$ cat src/rtl/pinhole_point_projection_defines.svh
// Assertion macros for the pinhole point projection block.
// Used by the top level only; no other dependencies.
`ifndef PINHOLE_POINT_PROJECTION_DEFINES_SVH
`define PINHOLE_POINT_PROJECTION_DEFINES_SVH

// same-cycle implication, masked during reset
`define PPP_ASSERT_IMP(label, clk, rst, ante, cons, msg) \
  label: assert property (@(posedge clk) disable iff (rst) (ante) |-> (cons)) \
    else $error(msg);

// next-cycle implication, active during reset
`define PPP_ASSERT_RST(label, clk, ante, cons, msg) \
  label: assert property (@(posedge clk) (ante) |=> (cons)) else $error(msg);

`endif

$ cat src/rtl/ppp_pkg.sv
// Package for the pinhole point projection block: widths, register codes,
// queue item and status types. No dependencies.
package ppp_pkg;

  localparam int COORD_W    = 32;
  localparam int D_W        = COORD_W + 1;
  localparam int PROD_W     = COORD_W + D_W;
  localparam int Q_W        = 43;
  localparam int MAG_W      = Q_W;
  localparam int QUO_W      = 32;
  localparam int DIV_STEPS  = QUO_W;
  localparam int REM_W      = MAG_W + QUO_W;
  localparam int INV_W      = 31;
  localparam int FRAC_SHIFT = 24;
  localparam int Q_FRAC     = 16;
  localparam int CFG_IDX_W  = 3;
  localparam int CFG_DATA_W = 64;
  localparam int QUEUE_DEPTH = 4;
  localparam int QPTR_W     = $clog2(QUEUE_DEPTH);

  typedef enum logic [CFG_IDX_W-1:0] {
    REG_MAT_PAIR0   = 3'd0,
    REG_MAT_PAIR1   = 3'd1,
    REG_MAT_PAIR2   = 3'd2,
    REG_MAT_PAIR3   = 3'd3,
    REG_MAT22_EYE_X = 3'd4,
    REG_EYE_Y_Z     = 3'd5
  } cfg_reg_t;

  typedef struct packed {
    logic             in_front;
    logic             neg_u;
    logic             neg_v;
    logic [MAG_W-1:0] mag_u;
    logic [MAG_W-1:0] mag_v;
    logic [MAG_W-1:0] den;
  } work_t;

  typedef struct packed {
    logic full;
    logic empty;
  } qstat_t;

endpackage

$ cat src/rtl/ppp_queue.sv
// Short item queue between front and back ends.
// Depends on ppp_pkg.
module ppp_queue import ppp_pkg::*; (
  input  logic   clk,
  input  logic   rst,
  input  logic   push,
  input  work_t  push_data,
  input  logic   pop,
  output work_t  head,
  output qstat_t qstat
);

  work_t             mem [QUEUE_DEPTH];
  logic [QPTR_W-1:0] wptr, rptr;
  logic [QPTR_W:0]   count;

  assign head        = mem[rptr];
  assign qstat.full  = (count == (QPTR_W + 1)'(QUEUE_DEPTH));
  assign qstat.empty = (count == '0);

  always_ff @(posedge clk) begin
    if (push) begin
      mem[wptr] <= push_data;
    end
  end

  always_ff @(posedge clk) begin
    if (rst) begin
      wptr  <= '0;
      rptr  <= '0;
      count <= '0;
    end else begin
      if (push) wptr <= wptr + 1'b1;
      if (pop) rptr <= rptr + 1'b1;
      case ({push, pop})
        2'b10:   count <= count + 1'b1;
        2'b01:   count <= count - 1'b1;
        default: count <= count;
      endcase
    end
  end

endmodule

$ cat config.mk
export PLATFORM = sky130hd
export DESIGN_NAME = ppp_queue
export DESIGN_NICKNAME = d
export VERILOG_FILES = /design/src/rtl/pinhole_point_projection_defines.svh /design/src/rtl/ppp_pkg.sv /design/src/rtl/ppp_queue.sv
export SDC_FILE = /design/constraint.sdc
export NUM_CORES = 1
export LEC_CHECK = 0
export ABC_CLOCK_PERIOD_IN_PS = 5000
export BUFFER_PORTS_ARGS = -buffer_cell sky130_fd_sc_hd__buf_2
export CELL_PAD_IN_SITES_DETAIL_PLACEMENT = 0
export CELL_PAD_IN_SITES_GLOBAL_PLACEMENT = 2
export CORE_MARGIN = 10
export CORE_UTILIZATION = 45
export CTS_CLUSTER_DIAMETER = 200
export DETAILED_ROUTE_END_ITERATION = 6
export PLACE_DENSITY = 0.79
export SLEW_MARGIN = 10
export SYNTH_ARGS = -nofsm -noshare
export SYNTH_HDL_FRONTEND = slang
export SYNTH_SLANG_ARGS = --single-unit
$ cat constraint.sdc
create_clock -name clk -period 5 [get_ports clk]
set_input_delay 0.5 -clock clk [delete_from_list [all_inputs] [get_ports clk]]
set_output_delay 0.5 -clock clk [all_outputs]
set_load 0.01 [all_outputs]
==> results.json <==
{
  "yosys_warnings": 0,
  "hold_ws_ns": 0.126,
  "p_per_area_nw_per_um2": 426,
  "setup_viol_count_final": 0,
  "fin_area_um2": 23200,
  "die-width_um": 228,
  "timing.final.crit_share_pct": 58.1,
  "grt_pass1_wl_um": 58000,
  "synth.largest_area_cell": "edfxtp_1",
  "syn-instance-count": 737,
  "synth_nets": 879,
  "wl_um": 38200,
  "cts_tree": "done",
  "boundaryPins": 270,
  "rsz0062_at_grt": "no",
  "placed_cell_area_um2": 21500,
  "globalplace.congestion": 0.697,
  "path_class": "reg -> out",
  "timing.max_cap.violations": 0,
  "worst-endpoint-required_ns": 4.50,
  "fin_crit_ns": 2.91,
  "path_max_fanout": 34,
  "post-cts-setup-buffers": 0,
  "numPortBuffers": 269,
  "dpl.hpwl_um": 23200,
  "die_height_um": 228,
  "synth_area_um2": 19500,
  "clk_pin_slew_ns": 0.06,
  "core_um2": 42900,
  "fill_cells": 3268,
  "route.detailed.drc": 0,
  "vias": 8610,
  "cts_resized": 0,
  "cp-end-kind": "output port",
  "layout.nets": 1184,
  "overflow": 0,
  "finClkSkew_ns": 0.00820,
  "clkLatencyLatePin_ns": 0.58,
  "fin_ws_ns": 2.09,
  "pre_cts_ws_ns": 2.61,
  "clkSinkCount": 537,
  "power.total_mw": 9.88,
  "grt_max_degree": 74,
  "area_growth_pct": 19.0,
  "wl_per_cell_um": 22.8,
  "dr.pass1.iters": 4,
  "grt.total_usage_pct": 14.6,
  "crit_path_start_kind": "register",
  "grt_pass1_vias": 9143,
  "vdd.ir_drop.worst_v": 0.000310,
  "root_buffer": "clkbuf_16",
  "max_freq_mhz": 344,
  "slew_violations": 0,
  "numCtsBuffers": 53,
  "via_per_inst": 5.14,
  "synthDistinctLibCells": 20,
  "status": "finished clean",
  "htree_levels": 2,
  "tns_ns": 0,
  "die-area_um2": 52000,
  "synth.top_cell.area_share_pct": 81.4,
  "drtIter0Drc": 675,
  "power.leakage_nw": 7.72,
  "rows": 76,
  "ctsHoldBuffers": 0,
  "drtAntennaViolNets": 0,
  "avgSynthCellArea_um2": 26.4,
  "hold_class": "in -> reg",
  "initial_core_util_pct": 45.4,
  "synth_area_leaders": "edfxtp_1, mux4_2, dfxtp_1, buf_6, buf_2",
  "ys_seq_elements": 537,
  "ys_seq_area_share_pct": 82.4,
  "drive_gt1_share_pct": 45.2,
  "worstMarginPinSlew_ns": 0.967,
  "cp.arrival_ns": 2.41,
  "final_hold_viol_count": 0,
  "antenna_found_initial": 11,
  "maxSlewHeadroom_pct": 35.6,
  "cts_max_path_buffers": 3
}
## final cells by class
type / instances / area (µm²) / share of cell area, %
flip-flops and latches: 537 / 16000 / 69.2
multi-input cells: 163 / 3210 / 13.9
repair buffers: 281 / 1520 / 6.58
clock buffers: 63 / 1360 / 5.88
well taps: 585 / 732 / 3.16
clock inverters: 35 / 267 / 1.15
inverters: 6 / 22.5 / 0.0972
diodes: 5 / 12.5 / 0.0540
## power breakdown
group,internal [mW],total (mW),leakage (nW),switching [mW]
clock network,2.14,3.72,0.797,1.58
logic,0.418,0.931,2.00,0.513
registers,5.17,5.23,4.93,0.0548
## per-layer routing
layer	vias up	wire length [µm]	track usage, %
li1	3798	-	-
met1	4498	16100	18.8
met2	237	18100	22.7
met3	65	3160	6.03
met4	12	743	3.87
met5	-	72	0
## final timing paths
| kind | startpoint | end | slack (ns) | cells after the start |
|---|---|---|---|---|
| hold / removal | push_data[122] | mem[3][122]$_DFFE_PP_ | 0.13 | 1 |
| setup / recovery | register | head[37] | 2.09 | 3 |
| hold reg to reg | count[2]$_SDFFE_PP0P_ | count[2]$_SDFFE_PP0P_ | 0.51 | 2 |
| setup reg to reg | wptr[0]$_SDFFE_PP0P_ | mem[3][131]$_DFFE_PP_ | 2.80 | 3 |
## cell families after synthesis
family,Yosys count,share of synthesized area (%)
and+or+nand+nor,16,0.392
muxes,133,15.3
DFF,537,82.4
AOI/OAI and AO/OA,3,0.0771
xor gates and xnor gates,5,0.225
adders and majority gates,6,0.424
buffers and inverters,37,1.20
## flip-flops by register name (all words and copies together) (netlist names), named ones only
signal and count:
count 3, rptr 2, wptr 2, mem 528
## worst max-delay path: stages, from the launching register on
cell and delay (ns):
dfxtp_4 0.68, buf_4 0.53, mux4_2 0.41, buf_2 0.16
## cell usage in the layout (no fill, tap or decap), types with 3 or more instances in the layout
cell type / netlist / layout
bufinv_16: 0 / 4
buf_4: 0 / 5
dfxtp_1: 9 / 7
inv_1: 6 / 6
diode_2: 0 / 5
nor2_1: 8 / 8
xor2_1: 3 / 3
clkinv_2: 0 / 10
edfxtp_1: 528 / 528
buf_2: 15 / 269
and2_4: 0 / 4
ha_1: 5 / 5
clkbuf_1: 6 / 10
clkinv_1: 0 / 17
buf_12: 0 / 7
mux4_2: 132 / 132
clkbuf_16: 0 / 53
## synth_stat cells
cell / instances
xnor2_1: 2
ha_1: 5
nor2_1: 8
xor2_1: 3
edfxtp_1: 528
nand2_1: 1
clkbuf_1: 6
buf_6: 10
fa_1: 1
and3_1: 1
dfxtp_1: 9
inv_1: 6
and2_1: 4
mux4_2: 132
nor3_1: 1
buf_2: 15
mux2i_1: 1
or3_1: 1
o21ai_0: 1
a21oi_1: 2
## metrics by stage
stage | utilization [%] | cells
floorplan | - | 737
global placement | 50.2 | 1572
detailed placement | 50.2 | 1572
CTS | 54.0 | 1670
global route | 54.0 | 1671
finish | 54.0 | 1675
No activity file was read; power rests on OpenSTA's default activity.
